<file path="src/hw/rtl/i2ctrf_pkg.sv">
// Shared types and constants for the I2C target register file.
package i2ctrf_pkg;

   localparam int REGISTER_SLOTS = 8;
   localparam int IDX_W = (REGISTER_SLOTS > 1) ? $clog2(REGISTER_SLOTS) : 1;
   localparam int COUNT_W = 4;
   localparam int ADDR_W = 7;
   localparam int BYTE_W = 8;
   localparam int NOTIFY_IDX_W = 3;
   localparam int CSR_INDEX_W = 2;
   localparam int CSR_DATA_W = 8;
   localparam int REQ_TDATA_W = 32;
   localparam int RSP_TDATA_W = 24;
   // Largest effective count: the number of register slots, capped at 15 for the 4-bit count register.
   localparam int ACTIVE_MAX = (REGISTER_SLOTS > 15) ? 15 : REGISTER_SLOTS;

   typedef enum logic [1:0] {
      ACT_START    = 2'd0,
      ACT_OVERFLOW = 2'd1,
      ACT_HOST_WR  = 2'd2,
      ACT_TICK     = 2'd3
   } action_type;

   typedef enum logic [2:0] {
      RESP_RELEASE  = 3'd0,
      RESP_ACK      = 3'd1,
      RESP_RECV     = 3'd2,
      RESP_SEND     = 3'd3,
      RESP_RECV_ACK = 3'd4,
      RESP_NOTIFY   = 3'd5
   } resp_type;

   typedef enum logic [CSR_INDEX_W-1:0] {
      CSR_DEVICE_ADDRESS = 2'd0,
      CSR_REGISTER_COUNT = 2'd1
   } csr_index_type;

   // Write request into the register memory.
   typedef struct packed {
      logic              en;
      logic [IDX_W-1:0]  addr;
      logic [BYTE_W-1:0] data;
   } mem_wr_type;

   // Invalidate every entry at or above clr_from.
   typedef struct packed {
      logic               en;
      logic [COUNT_W-1:0] clr_from;
   } mem_clr_type;

   function automatic logic [COUNT_W-1:0] active_count(input logic [COUNT_W-1:0] count);
      logic [COUNT_W-1:0] lim;
      lim = COUNT_W'(ACTIVE_MAX);
      return (count > lim) ? lim : count;
   endfunction

endpackage

</file>
<file path="src/hw/rtl/i2ctrf_regmem.sv">
// Register data memory with registered read and per-entry valid bits (invalid reads zero).
module i2ctrf_regmem (
   input  logic                             clock,
   input  logic                             reset,
   input  i2ctrf_pkg::mem_wr_type           wr,
   input  i2ctrf_pkg::mem_clr_type          clr,
   input  logic                             rd_en,
   input  logic [i2ctrf_pkg::IDX_W-1:0]     rd_addr,
   output logic [i2ctrf_pkg::BYTE_W-1:0]    rd_data
);
   import i2ctrf_pkg::*;

   logic [BYTE_W-1:0]         mem [REGISTER_SLOTS];
   logic [REGISTER_SLOTS-1:0] valid_ff;
   logic [REGISTER_SLOTS-1:0] valid_in;
   logic [BYTE_W-1:0]         rd_data_ff;
   logic                      rd_valid_ff;

   always_comb begin
      valid_in = valid_ff;
      if (clr.en) begin
         for (int i = 0; i < REGISTER_SLOTS; i++) begin
            if (32'(i) >= 32'(clr.clr_from)) valid_in[i] = 1'b0;
         end
      end
      if (wr.en) valid_in[wr.addr] = 1'b1;
   end

   always_ff @(posedge clock) begin
      if (wr.en) mem[wr.addr] <= wr.data;
      if (rd_en) rd_data_ff <= mem[rd_addr];
   end

   always_ff @(posedge clock) begin
      if (reset) begin
         valid_ff    <= '0;
         rd_valid_ff <= 1'b0;
      end else begin
         valid_ff <= valid_in;
         if (rd_en) rd_valid_ff <= valid_ff[rd_addr];
      end
   end

   assign rd_data = rd_valid_ff ? rd_data_ff : '0;

endmodule

</file>
<file path="src/hw/rtl/i2c_target_register_file_core.sv">
// Byte-level I2C target serving a small register file: bus phase control and dispatch.
// A bus event's result is registered from ST_EMIT, or ST_SEND for a send, once the output
//   register is free; a send's memory read starts in the accepting cycle, and no request
//   is taken meanwhile. A host write, an ignored overflow or an empty tick retires in its
//   accepting cycle; a tick reports each pending register through ST_TICK_RD then ST_TICK_OUT.
// Synchronous active-high reset clears control, pending marks and memory valid bits at once.
module i2c_target_register_file_core (
   input  logic                                 clock,
   input  logic                                 reset,
   // request: tdata = shifted_byte[7:0], sda_low_at_start[8], host_index[16:9],
   //          host_value[24:17], zero fill
   input  logic                                 req_tvalid,
   output logic                                 req_tready,
   input  logic [i2ctrf_pkg::REQ_TDATA_W-1:0]   req_tdata,
   input  logic [1:0]                           req_tuser,   // action
   // response: tdata = tx_byte[7:0], notify_index[10:8], notify_value[18:11], zero fill
   output logic                                 rsp_tvalid,
   input  logic                                 rsp_tready,
   output logic [i2ctrf_pkg::RSP_TDATA_W-1:0]   rsp_tdata,
   output logic [2:0]                           rsp_tuser,   // bus_response
   output logic                                 rsp_tlast,
   // configuration writes
   input  logic                                 csr_valid,
   output logic                                 csr_ready,
   input  logic [i2ctrf_pkg::CSR_INDEX_W-1:0]   csr_index,
   input  logic [i2ctrf_pkg::CSR_DATA_W-1:0]    csr_data
);
   import i2ctrf_pkg::*;

   typedef enum logic [2:0] {
      ST_IDLE,
      ST_EMIT,
      ST_SEND,
      ST_TICK_RD,
      ST_TICK_OUT
   } state_type;

   typedef enum logic [2:0] {
      PH_ADDR     = 3'd0,
      PH_SET_RX   = 3'd1,
      PH_RX       = 3'd2,
      PH_SET_TX   = 3'd3,
      PH_TX       = 3'd4,
      PH_CHECK_TX = 3'd5
   } phase_type;

   state_type                 state_ff, state_in;
   phase_type                 phase_ff, phase_in;
   logic                      listening_ff, listening_in;
   logic                      ptr_valid_ff, ptr_valid_in;
   logic [IDX_W-1:0]          ptr_ff, ptr_in;
   logic [REGISTER_SLOTS-1:0] pending_ff, pending_in;
   logic [REGISTER_SLOTS-1:0] scan_ff, scan_in;
   logic [IDX_W-1:0]          tick_idx_ff, tick_idx_in;
   resp_type                  res_ff, res_in;
   logic [ADDR_W-1:0]         dev_addr_ff, dev_addr_in;
   logic [COUNT_W-1:0]        count_ff, count_in;

   logic                      rsp_tvalid_ff, rsp_tvalid_in;
   resp_type                  rsp_tuser_ff, rsp_tuser_in;
   logic [RSP_TDATA_W-1:0]    rsp_tdata_ff, rsp_tdata_in;
   logic                      rsp_tlast_ff, rsp_tlast_in;

   mem_wr_type                mem_wr;
   mem_clr_type               mem_clr;
   logic                      rd_en;
   logic [IDX_W-1:0]          rd_addr;
   logic [BYTE_W-1:0]         rd_data;

   action_type                action;
   logic [BYTE_W-1:0]         in_byte;
   logic                      in_sda_low;
   logic [BYTE_W-1:0]         in_host_idx;
   logic [BYTE_W-1:0]         in_host_val;
   logic [COUNT_W-1:0]        active;
   logic [COUNT_W-1:0]        new_active;
   logic [REGISTER_SLOTS-1:0] count_mask;
   logic                      out_free;
   logic                      try_send;
   logic [IDX_W-1:0]          scan_sel;
   logic [REGISTER_SLOTS-1:0] scan_rest;

   assign action      = action_type'(req_tuser);
   assign in_byte     = req_tdata[7:0];
   assign in_sda_low  = req_tdata[8];
   assign in_host_idx = req_tdata[16:9];
   assign in_host_val = req_tdata[24:17];

   assign active     = active_count(count_ff);
   assign new_active = active_count(csr_data[COUNT_W-1:0]);
   assign out_free   = !rsp_tvalid_ff || rsp_tready;
   assign req_tready = (state_ff == ST_IDLE);
   assign csr_ready  = 1'b1;

   always_comb begin
      for (int i = 0; i < REGISTER_SLOTS; i++) begin
         count_mask[i] = (32'(i) < 32'(active));
      end
   end

   // lowest pending entry still to report
   always_comb begin
      scan_sel = '0;
      for (int i = REGISTER_SLOTS - 1; i >= 0; i--) begin
         if (scan_ff[i]) scan_sel = IDX_W'(i);
      end
      scan_rest = scan_ff;
      scan_rest[scan_sel] = 1'b0;
   end

   always_comb begin
      state_in      = state_ff;
      phase_in      = phase_ff;
      listening_in  = listening_ff;
      ptr_valid_in  = ptr_valid_ff;
      ptr_in        = ptr_ff;
      pending_in    = pending_ff;
      scan_in       = scan_ff;
      tick_idx_in   = tick_idx_ff;
      res_in        = res_ff;
      dev_addr_in   = dev_addr_ff;
      count_in      = count_ff;
      rsp_tvalid_in = rsp_tvalid_ff;
      rsp_tuser_in  = rsp_tuser_ff;
      rsp_tdata_in  = rsp_tdata_ff;
      rsp_tlast_in  = rsp_tlast_ff;
      mem_wr        = '0;
      mem_clr       = '0;
      rd_en         = 1'b0;
      rd_addr       = ptr_ff;
      try_send      = 1'b0;

      if (rsp_tready) rsp_tvalid_in = 1'b0;

      unique case (state_ff)
         ST_IDLE: begin
            if (req_tvalid) begin
               unique case (action)
                  ACT_START: begin
                     phase_in     = PH_ADDR;
                     listening_in = in_sda_low;
                     res_in       = in_sda_low ? RESP_RECV : RESP_RELEASE;
                     state_in     = ST_EMIT;
                  end
                  ACT_OVERFLOW: begin
                     if (listening_ff) begin
                        state_in = ST_EMIT;
                        case (phase_ff)
                           PH_SET_RX: begin
                              phase_in = PH_RX;
                              res_in   = RESP_RECV;
                           end
                           PH_RX: begin
                              phase_in = PH_SET_RX;
                              if (ptr_valid_ff) begin
                                 mem_wr.en          = 1'b1;
                                 mem_wr.addr        = ptr_ff;
                                 mem_wr.data        = in_byte;
                                 pending_in[ptr_ff] = 1'b1;
                                 ptr_in             = '0;
                                 ptr_valid_in       = 1'b0;
                                 res_in             = RESP_ACK;
                              end else if (in_byte >= BYTE_W'(active)) begin
                                 listening_in = 1'b0;
                                 res_in       = RESP_RELEASE;
                              end else begin
                                 ptr_valid_in = 1'b1;
                                 ptr_in       = in_byte[IDX_W-1:0];
                                 res_in       = RESP_ACK;
                              end
                           end
                           PH_CHECK_TX: begin
                              if (in_byte != '0) begin
                                 ptr_valid_in = 1'b0;
                                 ptr_in       = '0;
                                 listening_in = 1'b0;
                                 res_in       = RESP_RELEASE;
                              end else begin
                                 try_send = 1'b1;
                              end
                           end
                           PH_SET_TX: try_send = 1'b1;
                           PH_TX: begin
                              phase_in = PH_CHECK_TX;
                              res_in   = RESP_RECV_ACK;
                           end
                           default: begin
                              if (in_byte[7:1] == dev_addr_ff) begin
                                 phase_in = in_byte[0] ? PH_SET_TX : PH_SET_RX;
                                 res_in   = RESP_ACK;
                              end else begin
                                 listening_in = 1'b0;
                                 res_in       = RESP_RELEASE;
                              end
                           end
                        endcase
                        if (try_send) begin
                           if (!ptr_valid_ff) begin
                              listening_in = 1'b0;
                              res_in       = RESP_RELEASE;
                           end else begin
                              phase_in     = PH_TX;
                              rd_en        = 1'b1;
                              rd_addr      = ptr_ff;
                              ptr_in       = '0;
                              ptr_valid_in = 1'b0;
                              state_in     = ST_SEND;
                           end
                        end
                     end
                  end
                  ACT_HOST_WR: begin
                     if (in_host_idx < BYTE_W'(active)) begin
                        mem_wr.en   = 1'b1;
                        mem_wr.addr = in_host_idx[IDX_W-1:0];
                        mem_wr.data = in_host_val;
                        pending_in[in_host_idx[IDX_W-1:0]] = 1'b1;
                     end
                  end
                  ACT_TICK: begin
                     scan_in = pending_ff & count_mask;
                     if ((pending_ff & count_mask) != '0) state_in = ST_TICK_RD;
                  end
                  default: ;
               endcase
            end
         end
         ST_EMIT: begin
            if (out_free) begin
               rsp_tvalid_in = 1'b1;
               rsp_tuser_in  = res_ff;
               rsp_tdata_in  = '0;
               rsp_tlast_in  = 1'b0;
               state_in      = ST_IDLE;
            end
         end
         ST_SEND: begin
            if (out_free) begin
               rsp_tvalid_in = 1'b1;
               rsp_tuser_in  = RESP_SEND;
               rsp_tdata_in  = RSP_TDATA_W'(rd_data);
               rsp_tlast_in  = 1'b0;
               state_in      = ST_IDLE;
            end
         end
         ST_TICK_RD: begin
            rd_en                = 1'b1;
            rd_addr              = scan_sel;
            tick_idx_in          = scan_sel;
            scan_in              = scan_rest;
            pending_in[scan_sel] = 1'b0;
            state_in             = ST_TICK_OUT;
         end
         ST_TICK_OUT: begin
            if (out_free) begin
               rsp_tvalid_in = 1'b1;
               rsp_tuser_in  = RESP_NOTIFY;
               rsp_tdata_in  = RSP_TDATA_W'({rd_data, NOTIFY_IDX_W'(tick_idx_ff), {BYTE_W{1'b0}}});
               rsp_tlast_in  = (scan_ff == '0);
               state_in      = (scan_ff == '0) ? ST_IDLE : ST_TICK_RD;
            end
         end
         default: state_in = ST_IDLE;
      endcase

      if (csr_valid) begin
         unique case (csr_index)
            CSR_DEVICE_ADDRESS: dev_addr_in = csr_data[ADDR_W-1:0];
            CSR_REGISTER_COUNT: begin
               count_in         = csr_data[COUNT_W-1:0];
               mem_clr.en       = 1'b1;
               mem_clr.clr_from = new_active;
               for (int i = 0; i < REGISTER_SLOTS; i++) begin
                  if (32'(i) >= 32'(new_active)) pending_in[i] = 1'b0;
               end
            end
            default: ;
         endcase
      end
   end

   always_ff @(posedge clock) begin
      if (reset) begin
         state_ff      <= ST_IDLE;
         phase_ff      <= PH_ADDR;
         listening_ff  <= 1'b0;
         ptr_valid_ff  <= 1'b0;
         ptr_ff        <= '0;
         pending_ff    <= '0;
         scan_ff       <= '0;
         dev_addr_ff   <= '0;
         count_ff      <= '0;
         rsp_tvalid_ff <= 1'b0;
      end else begin
         state_ff      <= state_in;
         phase_ff      <= phase_in;
         listening_ff  <= listening_in;
         ptr_valid_ff  <= ptr_valid_in;
         ptr_ff        <= ptr_in;
         pending_ff    <= pending_in;
         scan_ff       <= scan_in;
         dev_addr_ff   <= dev_addr_in;
         count_ff      <= count_in;
         rsp_tvalid_ff <= rsp_tvalid_in;
      end
      tick_idx_ff  <= tick_idx_in;
      res_ff       <= res_in;
      rsp_tuser_ff <= rsp_tuser_in;
      rsp_tdata_ff <= rsp_tdata_in;
      rsp_tlast_ff <= rsp_tlast_in;
   end

   i2ctrf_regmem u_regmem (
      .clock   (clock),
      .reset   (reset),
      .wr      (mem_wr),
      .clr     (mem_clr),
      .rd_en   (rd_en),
      .rd_addr (rd_addr),
      .rd_data (rd_data)
   );

   assign rsp_tvalid = rsp_tvalid_ff;
   assign rsp_tuser  = rsp_tuser_ff;
   assign rsp_tdata  = rsp_tdata_ff;
   assign rsp_tlast  = rsp_tlast_ff;

endmodule

</file>
<file path="config.mk">
export PLATFORM = sky130hd
export DESIGN_NAME = i2c_target_register_file_core
export DESIGN_NICKNAME = d
export VERILOG_FILES = /design/src/hw/rtl/i2ctrf_pkg.sv /design/src/hw/rtl/i2ctrf_regmem.sv /design/src/hw/rtl/i2c_target_register_file_core.sv
export SDC_FILE = /design/constraint.sdc
export NUM_CORES = 1
export LEC_CHECK = 0
export ABC_AREA = 1
export BUFFER_PORTS_ARGS = -buffer_cell sky130_fd_sc_hd__buf_2
export CAP_MARGIN = 20
export CORE_MARGIN = 2
export CORE_UTILIZATION = 55
export CTS_CLUSTER_SIZE = 10
export DETAILED_ROUTE_END_ITERATION = 16
export PLACE_DENSITY = 0.83
export SYNTH_ARGS = -nofsm -noshare
export SYNTH_HDL_FRONTEND = slang
export SYNTH_SLANG_ARGS = --single-unit
export TNS_END_PERCENT = 1
</file>
<file path="constraint.sdc">
create_clock -name clock -period 3.44 [get_ports clock]
set_clock_uncertainty 0.05 [all_clocks]
set_input_delay 0.688 -clock clock [delete_from_list [all_inputs] [get_ports clock]]
set_output_delay 0.688 -clock clock [all_outputs]
set_load 0.05 [all_outputs]
</file>
# --- Yosys cells after proc, flatten, opt, wreduce, memory -nomap -nowiden ---
# Memory sizes are Yosys's and may differ from the RTL's. A register that Yosys moved wholly into a read port is not among the register bits.
# Index checks and enable logic that the tools add are counted.
word_totals:
  out_inout_bits: 31
  ram_bits: 64
  register_bits: 82
  memories: 1
  word_cells: 250
  in_bits: 49
op_classes:
  n_mux: 135
  order_cmp: 37
  eq_ne: 24
  bitwise_logic: 7
  n_reduce_logical: 29
mem_list:
  columns: ["memory", "words", "width", "rd", "rd_clocked_by_memory_dff", "write_ports", "line_no", "source"]
  rows:
  - ["u_regmem.mem", 8, 8, 1, 1, 1, "i2ctrf_regmem.sv:13", "logic [BYTE_W-1:0] mem [REGISTER_SLOTS];"]
ops:
  columns: ["operator", "n"]
  rows:
  - ["2-to-1 mux 8 bit", 12]
  - ["2-to-1 mux 3 bit", 30]
  - ["2-to-1 mux 12 bit", 6]
  - ["2-to-1 mux 24 bit", 3]
  - ["one-hot mux 24 bit (3 select lines)", 1]
  - ["2-to-1 mux 1 bit", 51]
  - ["one-hot mux 8 bit (2 select lines)", 3]
  - ["greater-or-equal comparator 3 x 4 -> 1 bit (first input constant)", 8]
  - ["AND 8 bit", 3]
  - ["bitwise OR 8 bit", 3]
  - ["one-hot mux 12 bit (2 select lines)", 1]
  - ["one-hot mux 3 bit (4 select lines)", 2]
  - ["less-than comparator 3 x 4 -> 1 bit (second input constant)", 5]
  - ["one-hot mux 3 bit (2 select lines)", 3]
  - ["one-hot mux 3 bit (3 select lines)", 2]
  - ["greater-or-equal comparator 1 x 4 -> 1 bit (first input constant)", 4]
  - ["greater-or-equal comparator 2 x 4 -> 1 bit (first input constant)", 4]
  - ["less-than comparator 3 x 4 -> 1 bit (first input constant)", 4]
  - ["nonzero test 8 bit", 2]
  - ["one-hot mux 3 bit (5 select lines)", 1]
  - ["demux 1 bit (select 3 bit)", 4]
  - ["equality test 3 x 2 -> 1 bit (second input constant)", 4]
  - ["greater-or-equal comparator 3 x 1 -> 1 bit (second input constant)", 4]
  - ["AND reduction 4 bit", 3]
  - ["34 further kinds", 69]

# --- Logic depth before layout (Yosys ltp) ---
# Gate-level depths: netlist (run 1).
logic_depth:
  ltp_word: 18
  ltp_mapped: 18

# --- Modules after synthesis ---
# A second synthesis (run 1) with hierarchy kept.
hier_totals:
  hier_cells: 945
  area_unflattened_um2: 7712.4
by_module_without_submodules:
  columns: ["module", "area_each_um2", "n_inst", "seq_area_each_um2", "cells_each"]
  rows:
  - ["i2c_target_register_file_core", 4384.2, 1, 1651.6, 653]
  - ["i2ctrf_regmem", 3328.2, 1, 2342.2, 292]

# --- Least setup slack after synthesis (run 1) ---
# Ideal clock, no wire load.
synth_timing:
  path_kind: "input port to flip-flop"
  start: "in req_tdata[12] (netlist bit)"
  end: "mem u_regmem.mem[7][0] (enable)"
  slack_ps: 461
  path_buffers: 1
  required_time_ps: 3007
  t_arrival_ps: 2545
  path_stages: 11
  path_cell_list: "ha_1 > nand2_1 > nand2_1 > nor4_1 > nand2_1 > nor2_2 > buf_4 > nand2_2 > o21ai_2 > nand2_1 > nor3_1"
synth_via:
  elab_chain_len: 7
synth_lines:
  columns: ["element", "line_no", "source"]
  rows:
  - ["start: declaration", "i2c_target_register_file_core.sv:14", "input logic [i2ctrf_pkg::REQ_TDATA_W-1:0] req_tdata,"]
  - ["less-than comparator 8 x 4 -> 1 bit *", "i2c_target_register_file_core.sv:213", "if (in_host_idx < BYTE_W'(active)) begin"]
  - ["2-to-1 mux 12 bit *", "i2c_target_register_file_core.sv:213", null]
  - ["one-hot mux 12 bit (2 select lines) *", "i2c_target_register_file_core.sv:138", "unique case (action)"]
  - ["2-to-1 mux 12 bit *", "i2c_target_register_file_core.sv:137", "if (req_tvalid) begin"]
  - ["2-to-1 mux 12 bit *", "i2c_target_register_file_core.sv:135", "unique case (state_ff)"]
  - ["2-to-1 mux 1 bit", "i2ctrf_regmem.sv:30", "if (wr.en) mem[wr.addr] <= wr.data;"]
  - ["2-to-1 mux 1 bit (implied by the code)", "i2ctrf_regmem.sv:30", null]
  - ["end: declaration", "i2ctrf_regmem.sv:13", null]
# Mark *: on every way between the ends. The rest lies on a longest branch, timed or not.

# --- Worst setup path in the final report (run 1) ---
layout_timing:
  start: "reg count_ff[2]"
  end: "mem u_regmem.mem[6][2] (enable)"
layout_via:
  elab_chain_len: 9
layout_lines:
  columns: ["element", "line_no", "source"]
  rows:
  - ["start: declaration", "i2c_target_register_file_core.sv:57", "logic [COUNT_W-1:0] count_ff, count_in;"]
  - ["start signal: assignment", "i2c_target_register_file_core.sv:303", "count_ff <= count_in;"]
  - ["greater-than comparator 4 bit", "i2ctrf_pkg.sv:54", "return (count > lim) ? lim : count;"]
  - ["2-to-1 mux 4 bit *", "i2ctrf_pkg.sv:54", null]
  - ["less-than comparator 8 x 4 -> 1 bit *", "i2c_target_register_file_core.sv:213", null]
  - ["2-to-1 mux 12 bit *", "i2c_target_register_file_core.sv:213", null]
  - ["one-hot mux 12 bit (2 select lines) *", "i2c_target_register_file_core.sv:138", null]
  - ["2-to-1 mux 12 bit *", "i2c_target_register_file_core.sv:137", null]
  - ["2-to-1 mux 12 bit *", "i2c_target_register_file_core.sv:135", null]
  - ["2-to-1 mux 1 bit", "i2ctrf_regmem.sv:30", null]
  - ["2-to-1 mux 1 bit (implied by the code)", "i2ctrf_regmem.sv:30", null]
# Marked as above.

==> reports/summary.txt, run 1 <==
synth unique cells: 39
Worst Max-Slew Pin Slew: 1.02 ns
Die X-Extent: 120 um
fin area: 8540 um2
I/O pins: 80
setup TNS: 0 ns
Crit Path Category: flip-flop to flip-flop
FF-to-FF Start: count_ff[2]
FP Rows: 42
post-cts hold buffer count: 0
Final Max Slew Viols: 0
maxcap violations: 0
Crit path arrival time: 3.10 ns
DP Area: 7970 um2
port bufs: 65
most common cell after layout, fill and taps aside: nand2_1
Final Setup Violations: 0
commonest non-fill, non-tap cells in the layout: nand2_1 (166), inv_1 (117), edfxtp_1 (101)
Worst setup EP type: flip-flop
total wire length: 17.4 mm
hold crit path type: flip-flop to flip-flop
Data required, critical path: 3.48 ns
Static Leak: 3.47 nW
routability congestion estimate: 1.01
clk buf depth: 2
status: finished, final reports clean
Peak supply drop: 274 uV
H-tree depth: 4
Critical Path Fanout Max: 8
Num CTS Buffers: 17
CTS Sinks: 149
chip height: 120 um
Antenna Nets Post-Route: 0
Setup WS pre-CTS: 0.309 ns
share of flip-flops with an asynchronous set or reset: 0%
Tot Pwr: 4.47 mW
largest net degree at the start of global routing: 52
clock root cell: clkbuf_16
CTS resizes: 0
gr ovfl total: 0
TritonCTS clock tree: done
minimum clock period: 3.05 ns
Worst Hold Launch: u_regmem.valid_ff[7]
startpoint types: flip-flop
worst rel slew slack: 31.3%
number of synthesized register bits: 149
Worst setup endpoint: u_regmem.mem[6][2]
register area share after synthesis: 53.8%
Synth Warn #: 0
post-CTS setup buffers: 0
fmax: 327 MHz
fin crit share: 88.8%
first-pass GRT wire length: 27.9 mm
Ant. Diodes: 0
Layout Nets: 1005
number of global-route vias before repair: 5710
final hold vios: 0
Vias: 6395
Synth Flop Type: edfxtp_1
vias per cell: 5.64
Core ar.: 13200 um2
Pwr Density: 523 nW/um2
DRT iter0 DRCs: 765
EDFF count, synth: 101
WL/cell: 15.3 um
DP HPWL: 12.4 mm
R2R cell count: 15
Synth Cell Area: 7420 um2
final non-filler cell total: 1133
Global Route Usage Sum: 25.1%
Hold Slack: 0.420 ns
post-synthesis instance total: 868
antenna violations before repair: 0
CP startpoint: count_ff[2]
Syn-to-layout area delta: 15.1%
TritonRoute pass-1 iters: 6
CTS clk-pin slew, worst paths: 0.06 ns
RSZ-0062 raised after global routing: no
number of cells after detailed placement: 1101
DRC errors left: 0
R2R Setup Slk: 0.39 ns
post-layout util: 64.8%
initial core utilization: 56.3%
share of cells above drive strength 1: 14.4%
die footprint: 14400 um2
Setup WS post-layout: 0.386 ns
worst r2r dst: u_regmem.mem[6][2]
clk_lat worst skew: 0.43 ns
mean post-synth cell area: 8.55 um2
power breakdown:
group / total [mW] / switching, mW / leakage, nW / internal [mW]
Clock: 1.79 / 0.720 / 0.276 / 1.07
Combinational: 0.633 / 0.490 / 1.99 / 0.143
Sequential: 2.04 / 0.0398 / 1.20 / 2.00
Total: 4.47 / 1.25 / 3.47 / 3.22
routing by layer:
metal	global-route usage [%]	wire, um	part of all wire [%]
met1	35.2	7480	43
met2	38.4	7790	45
met3	5.51	1790	10
met4	9.71	302	1.7
met5	0	0	0
registers in the layout, summed over array words and instances, names as in the netlist:
name                  flops
rsp_tlast                 1
count_ff                  4
ptr_ff                    3
u_regmem.rd_valid_ff      1
u_regmem.rd_data_ff       8
phase_ff                  3
scan_ff                   8
u_regmem.valid_ff         8
state_ff                  3
rsp_tvalid                1
res_ff                    3
ptr_valid_ff              1
tick_idx_ff               3
dev_addr_ff               7
pending_ff                8
u_regmem.mem             64
rsp_tdata                19
rsp_tuser                 3
listening_ff              1
logic make-up (layout without fill, tap and decap cells):
logic type      count (synthesis)  count (layout)  share of synthesized area, %
fa+ha+maj                      12              12                          2.02
flops                         149             149                          53.8
other cells                     2               6                         0.101
simple gates                  317             317                          18.3
buf+inv                       158             243                          8.57
compound gates                223             223                          16.4
xor+xnor                        7               7                         0.826
worst min-delay path by stage:
stage | endpoint | slack, ns | depth (start not counted)
floorplan | u_regmem.valid_ff[7] | 0.38 | 2
global placement | u_regmem.valid_ff[7] | 0.39 | 2
detailed placement | u_regmem.valid_ff[7] | 0.40 | 2
CTS | u_regmem.valid_ff[7] | 0.41 | 2
global route | u_regmem.valid_ff[7] | 0.45 | 2
finish | u_regmem.valid_ff[7] | 0.42 | 2
worst max-delay path: stages, from the launching register on:
cell and delay, ns:
dfxtp_1 0.40, inv_1 0.10, nor2_1 0.13, inv_1 0.10, ha_1 0.18, nand2_1 0.06
nand2_1 0.05, nor4_1 0.37, nand2_1 0.13, nor2_2 0.24, nand2_1 0.10, o21ai_2 0.09
nand2_1 0.16, nor2_1 0.17, nand2_1 0.10, inv_1 0.28
layout make-up:
cell class | count | area, um2
Fill cell | 1090 | 4650
Sequential cell | 149 | 3990
Multi-Input combinational cell | 565 | 2810
Timing Repair Buffer | 86 | 483
Inverter | 125 | 469
Clock buffer | 21 | 440
Tap cell | 176 | 220
Clock inverter | 11 | 130
synth_stat cells (4+ instances only):
| cell type | n | area (um2) |
|---|---|---|
| nand3_1 | 43 | 215 |
| nor3_1 | 29 | 145 |
| nand2_1 | 166 | 623 |
| inv_1 | 117 | 439 |
| clkbuf_1 | 18 | 67.6 |
| buf_2 | 7 | 35.0 |
| inv_2 | 7 | 26.3 |
| ha_1 | 12 | 150 |
| edfxtp_1 | 101 | 3030 |
| or2_2 | 4 | 25.0 |
| nand4_1 | 4 | 25.0 |
| dfxtp_1 | 48 | 961 |
| buf_4 | 7 | 52.6 |
| o21ai_0 | 69 | 345 |
| xnor2_1 | 4 | 35.0 |
| a221oi_1 | 9 | 78.8 |
| o211ai_1 | 7 | 52.6 |
| nor2_1 | 61 | 229 |
| o21ai_1 | 41 | 205 |
| a21oi_1 | 81 | 405 |
Note: power is estimated with default switching activity, not from simulation.
==> inputs of run 2 (changes only) <==
BUFFER_PORTS_ARGS = -buffer_cell sky130_fd_sc_hd__clkbuf_2   (was -buffer_cell sky130_fd_sc_hd__buf_2)
==> run 2 against run 1 <==
First-iteration DRC count increased by 3.0%. Largest power group unchanged. Clock-buffer cell count decreased by 1. Cell area about the same. Hold slack worse by 0.011 ns. Die area stayed put. Clock power about the same. Via count down 1.6%.
==> reports/summary.txt, run 2 (synthesis gave the netlist of run 1 again) <==
maxcap violations: 0 (unchanged)
Hold Slack: 0.409 ns (was 0.420 ns)
Worst setup EP type: flip-flop (unchanged)
fin crit share: 89.7% (was 88.8%)
status: finished, final reports clean (unchanged)
clk buf depth: 2 (unchanged)
Core ar.: 13200 um2 (unchanged)
final non-filler cell total: 1131 (was 1133)
Buf+Inv Stages, Crit Path: 1 (was 3)
FF-to-FF Start: count_ff[1] (was count_ff[2])
die footprint: 14400 um2 (unchanged)
vias per cell: 5.56 (was 5.64)
share of cells above drive strength 1: 14.0% (was 14.4%)
clock root cell: clkbuf_16 (unchanged)
commonest non-fill, non-tap cells in the layout: nand2_1 (166), inv_1 (117), edfxtp_1 (101) (unchanged)
footprint of the multi-input gates: 2810 um2 (unchanged)
Final Setup Violations: 0 (unchanged)
number of global-route vias before repair: 5656 (was 5710)
chip height: 120 um (unchanged)
Worst Hold Depth: 2 (unchanged)
Static Leak: 3.46 nW (was 3.47 nW)
Die X-Extent: 120 um (unchanged)
Worst Max-Slew Pin Slew: 0.736 ns (was 1.02 ns)
RSZ-0062 raised after global routing: no (unchanged)
Layout Nets: 1003 (was 1005)
WHS Endpoint: u_regmem.valid_ff[5] (was u_regmem.valid_ff[7])
Stages on worst setup path: 16 (was 15)
Final Max Slew Viols: 0 (unchanged)
Largest register FFs: 64 (unchanged)
H-tree depth: 4 (unchanged)
slowest stage delay, CP: 0.38 ns (was 0.40 ns)
R2R cell count: 16 (was 15)
cell mode on critical path: nand2_1 (unchanged)
Global Route Usage Sum: 25.4% (was 25.1%)
fin area: 8530 um2 (was 8540 um2)
setup TNS: 0 ns (unchanged)
Tot Pwr: 4.45 mW (was 4.47 mW)
Antenna Nets Post-Route: 0 (unchanged)
worst r2r dst: u_regmem.mem[4][4] (was u_regmem.mem[6][2])
total wire length: 17.3 mm (was 17.4 mm)
Reg with most FFs: u_regmem.mem (unchanged)
clk_lat worst skew: 0.42 ns (was 0.43 ns)
gr ovfl total: 0 (unchanged)
CTS clk-pin slew, worst paths: 0.06 ns (about the same)
Setup WS pre-CTS: 0.322 ns (was 0.309 ns)
CTS Sinks: 149 (unchanged)
Ant. Diodes: 0 (unchanged)
largest net degree at the start of global routing: 52 (unchanged)
fillcell total: 1076 (was 1090)
CP cell instances: nor2_1, nand2_1, nand2_1, nand2_1, ha_1, nand2_1, nand2_1, nand3_1, nand2_1, nor2_2, nand2_1, o21ai_2, nand2_1, nor2_1, nand2_1, inv_1 (was inv_1, nor2_1, inv_1, ha_1, nand2_1, nand2_1, nor4_1, nand2_1, nor2_2, nand2_1, o21ai_2, nand2_1, nor2_1, nand2_1, inv_1)
Critical Path Fanout Max: 8 (unchanged)
FF/Latch Area: 3990 um2 (unchanged)
Worst Hold Launch: u_regmem.valid_ff[5] (was u_regmem.valid_ff[7])
antenna violations before repair: 0 (unchanged)
first-pass GRT wire length: 28.1 mm (was 27.9 mm)
post-cts hold buffer count: 0 (unchanged)
hold crit path type: flip-flop to flip-flop (unchanged)
TritonRoute pass-1 iters: 7 (was 6)
port bufs: 65 (unchanged)
DP HPWL: 12.4 mm (about the same)
initial core utilization: 56.3% (unchanged)
cell family with most CP delay: simple AND/OR/NAND/NOR gates (unchanged)
I/O pins: 80 (unchanged)
Syn-to-layout area delta: 15.0% (was 15.1%)
Crit path arrival time: 3.12 ns (was 3.10 ns)
most common cell after layout, fill and taps aside: nand2_1 (unchanged)
routability congestion estimate: 0.964 (was 1.01)
Peak supply drop: 308 uV (was 274 uV)
TritonCTS clock tree: done (unchanged)
Crit Path Category: flip-flop to flip-flop (unchanged)
CTS resizes: 0 (unchanged)
Num CTS Buffers: 17 (unchanged)
minimum clock period: 3.09 ns (was 3.05 ns)
number of cells after detailed placement: 1098 (was 1101)
fmax: 324 MHz (was 327 MHz)
Vias: 6294 (was 6395)
post-layout util: 64.7% (was 64.8%)
Critical-path top delay cell: dfxtp_1 (unchanged)
DRT iter0 DRCs: 788 (was 765)
DP Area: 7960 um2 (was 7970 um2)
Setup WS post-layout: 0.354 ns (was 0.386 ns)
final hold vios: 0 (unchanged)
post-CTS setup buffers: 0 (unchanged)
DRC errors left: 0 (unchanged)
Data required, critical path: 3.47 ns (was 3.48 ns)
R2R Setup Slk: 0.35 ns (was 0.39 ns)
startpoint types: flip-flop (unchanged)
Pwr Density: 521 nW/um2 (was 523 nW/um2)
WL/cell: 15.3 um (about the same)
worst rel slew slack: 50.9% (was 31.3%)
FP Rows: 42 (unchanged)
[run 2: changes by cell type in the layout (fill, tap and decap cells not counted), sizes merged]
cell | previous run | this run
clkinvlp | 1 | 2
inv | 126 | 127
clkinv | 7 | 6
buf | 86 | 18
clkbuf | 21 | 86
[run 2: where the power goes]
part | internal (mW) | leakage [nW] | switching [mW] | total (mW)
Sequential | 2.01 | 1.20 | 0.0424 | 2.05
Clock | 1.07 | 0.269 | 0.702 | 1.77
Combinational | 0.140 | 1.99 | 0.489 | 0.629
Total | 3.21 | 3.46 | 1.23 | 4.45
[run 2: area by class of cell]
cell class	count	share of cell area (%)
Tap cell	176	2.58
Sequential cell	149	46.8
Timing Repair Buffer	84	5.63
Inverter	125	5.50
Clock buffer	20	5.12
Clock inverter	12	1.51
Multi-Input combinational cell	565	32.9
[run 2: worst max path at each step]
stage | from | to
2_1_floorplan | req_tdata[12] | u_regmem.mem[7][0]
3_3_place_gp | req_tdata[12] | u_regmem.mem[6][0]
3_5_place_dp | req_tdata[12] | u_regmem.mem[6][2]
4_1_cts | count_ff[3] | u_regmem.mem[6][3]
5_1_grt | count_ff[2] | u_regmem.mem[6][3]
6_report | count_ff[1] | u_regmem.mem[4][4]
[run 2: layer usage]
| metal | wire length, um | track usage [%] | share of wire [%] | up-vias |
|---|---|---|---|---|
| li1 | - | - | - | 3086 |
| met1 | 7480 | 35.7 | 43 | 2829 |
| met2 | 7730 | 39.4 | 45 | 340 |
| met3 | 1720 | 4.75 | 9.9 | 39 |
| met4 | 410 | 9.12 | 2.4 | 0 |
| met5 | 0 | 0 | 0 | - |
[run 2: worst reg2reg max path, cell delays in order, from the launching register on]
cell and delay [ns]:
dfxtp_1 0.38, nor2_1 0.28, nand2_1 0.11, nand2_1 0.07
nand2_1 0.07, ha_1 0.28, nand2_1 0.08, nand2_1 0.05
nand3_1 0.10, nand2_1 0.07, nor2_2 0.22, nand2_1 0.12
o21ai_2 0.10, nand2_1 0.17, nor2_1 0.19, nand2_1 0.11
inv_1 0.29
==> inputs of run 3 (changes only) <==
PLACE_DENSITY = 0.74   (was 0.83)
==> run 3 against run 2 <==
Global-route usage increased by 0.41 points. Via count decreased by 1.7%. Hold slack improved by 0.011 ns. Critical endpoint is now u_regmem.mem[2][2]. Sequential share of layout area increased by 0.30 points. Routed wire length increased by 2.1%. Largest cell class unchanged. Utilization decreased by 0.40 points. Flip-flop and latch count unchanged.
==> reports/summary.txt, run 3 (synthesis gave the netlist of run 1 again) <==
status: finished, final reports clean (unchanged)
chip height: 120 um (unchanged)
routability congestion estimate: 0.973 (was 0.964)
Crit Path Category: flip-flop to flip-flop (unchanged)
TritonRoute pass-1 iters: 7 (unchanged)
final hold vios: 0 (unchanged)
FF/Latch Area: 4000 um2 (was 3990 um2)
Worst setup EP type: flip-flop (unchanged)
Vias: 6186 (was 6294)
clk buf depth: 2 (unchanged)
gr ovfl total: 0 (unchanged)
post-cts hold buffer count: 0 (unchanged)
Pwr Density: 517 nW/um2 (was 521 nW/um2)
die footprint: 14400 um2 (unchanged)
most common cell after layout, fill and taps aside: nand2_1 (unchanged)
clk_lat worst skew: 0.42 ns (about the same)
Ant. Diodes: 0 (unchanged)
DP HPWL: 12.7 mm (was 12.4 mm)
footprint of the multi-input gates: 2810 um2 (unchanged)
Layout Nets: 1001 (was 1003)
Antenna Nets Post-Route: 0 (unchanged)
total wire length: 17.7 mm (was 17.3 mm)
clock root cell: clkbuf_16 (unchanged)
startpoint types: flip-flop (unchanged)
Reg with most FFs: u_regmem.mem (unchanged)
minimum clock period: 2.95 ns (was 3.09 ns)
Num CTS Buffers: 17 (unchanged)
first-pass GRT wire length: 28.2 mm (was 28.1 mm)
Critical Path Fanout Max: 9 (was 8)
fin crit share: 85.9% (was 89.7%)
WL/cell: 15.7 um (was 15.3 um)
Largest register FFs: 64 (unchanged)
vias per cell: 5.48 (was 5.56)
Global Route Usage Sum: 25.8% (was 25.4%)
Core ar.: 13200 um2 (unchanged)
fmax: 339 MHz (was 324 MHz)
number of global-route vias before repair: 5633 (was 5656)
Die X-Extent: 120 um (unchanged)
RSZ-0062 raised after global routing: no (unchanged)
CTS Sinks: 149 (unchanged)
Hold Slack: 0.419 ns (was 0.409 ns)
Static Leak: 3.44 nW (was 3.46 nW)
port bufs: 65 (unchanged)
initial core utilization: 56.3% (unchanged)
Final Setup Violations: 0 (unchanged)
setup TNS: 0 ns (unchanged)
worst rel slew slack: 50.9% (about the same)
FP Rows: 42 (unchanged)
Peak supply drop: 248 uV (was 308 uV)
Syn-to-layout area delta: 14.3% (was 15.0%)
Data required, critical path: 3.48 ns (was 3.47 ns)
Worst Max-Slew Pin Slew: 0.735 ns (was 0.736 ns)
DRC errors left: 0 (unchanged)
commonest non-fill, non-tap cells in the layout: nand2_1 (166), inv_1 (117), edfxtp_1 (101) (unchanged)
maxcap violations: 0 (unchanged)
Crit path arrival time: 3.00 ns (was 3.12 ns)
fillcell total: 1147 (was 1076)
I/O pins: 80 (unchanged)
Final Max Slew Viols: 0 (unchanged)
largest net degree at the start of global routing: 52 (unchanged)
hold crit path type: flip-flop to flip-flop (unchanged)
antenna violations before repair: 0 (unchanged)
H-tree depth: 4 (unchanged)
DRT iter0 DRCs: 706 (was 788)
share of cells above drive strength 1: 14.1% (was 14.0%)
CTS clk-pin slew, worst paths: 0.06 ns (about the same)
TritonCTS clock tree: done (unchanged)
## run 3: power breakdown
group | switching (mW) | leakage [nW] | internal (mW)
registers | 0.0433 | 1.20 | 2.01
clock network | 0.721 | 0.259 | 0.989
logic | 0.489 | 1.98 | 0.140
## run 3: final timing paths
kind / slack [ns] / start / end / cells past startpoint
hold / removal: 0.42 / u_regmem.valid_ff[7] / u_regmem.valid_ff[7] / 2
hold reg to reg: 0.42 / u_regmem.valid_ff[7] / u_regmem.valid_ff[7] / 2
setup / recovery: 0.49 / count_ff[3] / u_regmem.mem[2][2] / 14
setup reg to reg: 0.49 / count_ff[3] / u_regmem.mem[2][2] / 14
## run 3: layout make-up
cell class | instances | area share, %
well taps | 176 | 2.60
inverters | 125 | 5.53
flip-flops and latches | 149 | 47.1
repair buffers | 82 | 5.34
multi-input cells | 565 | 33.1
clock inverters | 12 | 1.25
clock buffers | 19 | 5.10
## run 3: through the flow
stage          power (mW)  cell area (um2)  setup slack [ns]  utilization, %  std cells
2_1_floorplan        2.55             7430             0.461               -        872
3_3_place_gp         2.70             7940             0.412            60.2       1097
3_5_place_dp         2.71             7940             0.357            60.2       1097
4_1_cts              4.40             8480             0.378            64.3       1128
5_1_grt              4.55             8480             0.164            64.3       1128
6_report             4.39             8480             0.486            64.3       1128
## run 3: per-layer routing
layer	up-vias	GRT usage, %	share of wire [%]
li1	3076	-	-
met4	0	10.0	2.2
met5	-	0	0
met1	2829	35.6	45
met3	36	5.70	7.0
met2	245	39.7	46
## run 3: timing repair
item | CTS | global route
setup endpoints to repair | 0 | 8
setup buffers | 0 | 0
gates resized for setup | 0 | 1
endpoints found under the hold margin | 0 | 0
## run 3: worst max-delay path, cell delays in order, from the launching register on
cell and delay [ns]:
dfxtp_2 0.45, inv_1 0.13, ha_1 0.32, nand2_1 0.06
nand2_1 0.05, nor4_1 0.25, nand2_1 0.11, nor2_2 0.15
buf_4 0.20, nand2_2 0.06, o21ai_2 0.10, nand2_1 0.15
nor2_1 0.18, nand2_1 0.09, inv_1 0.26
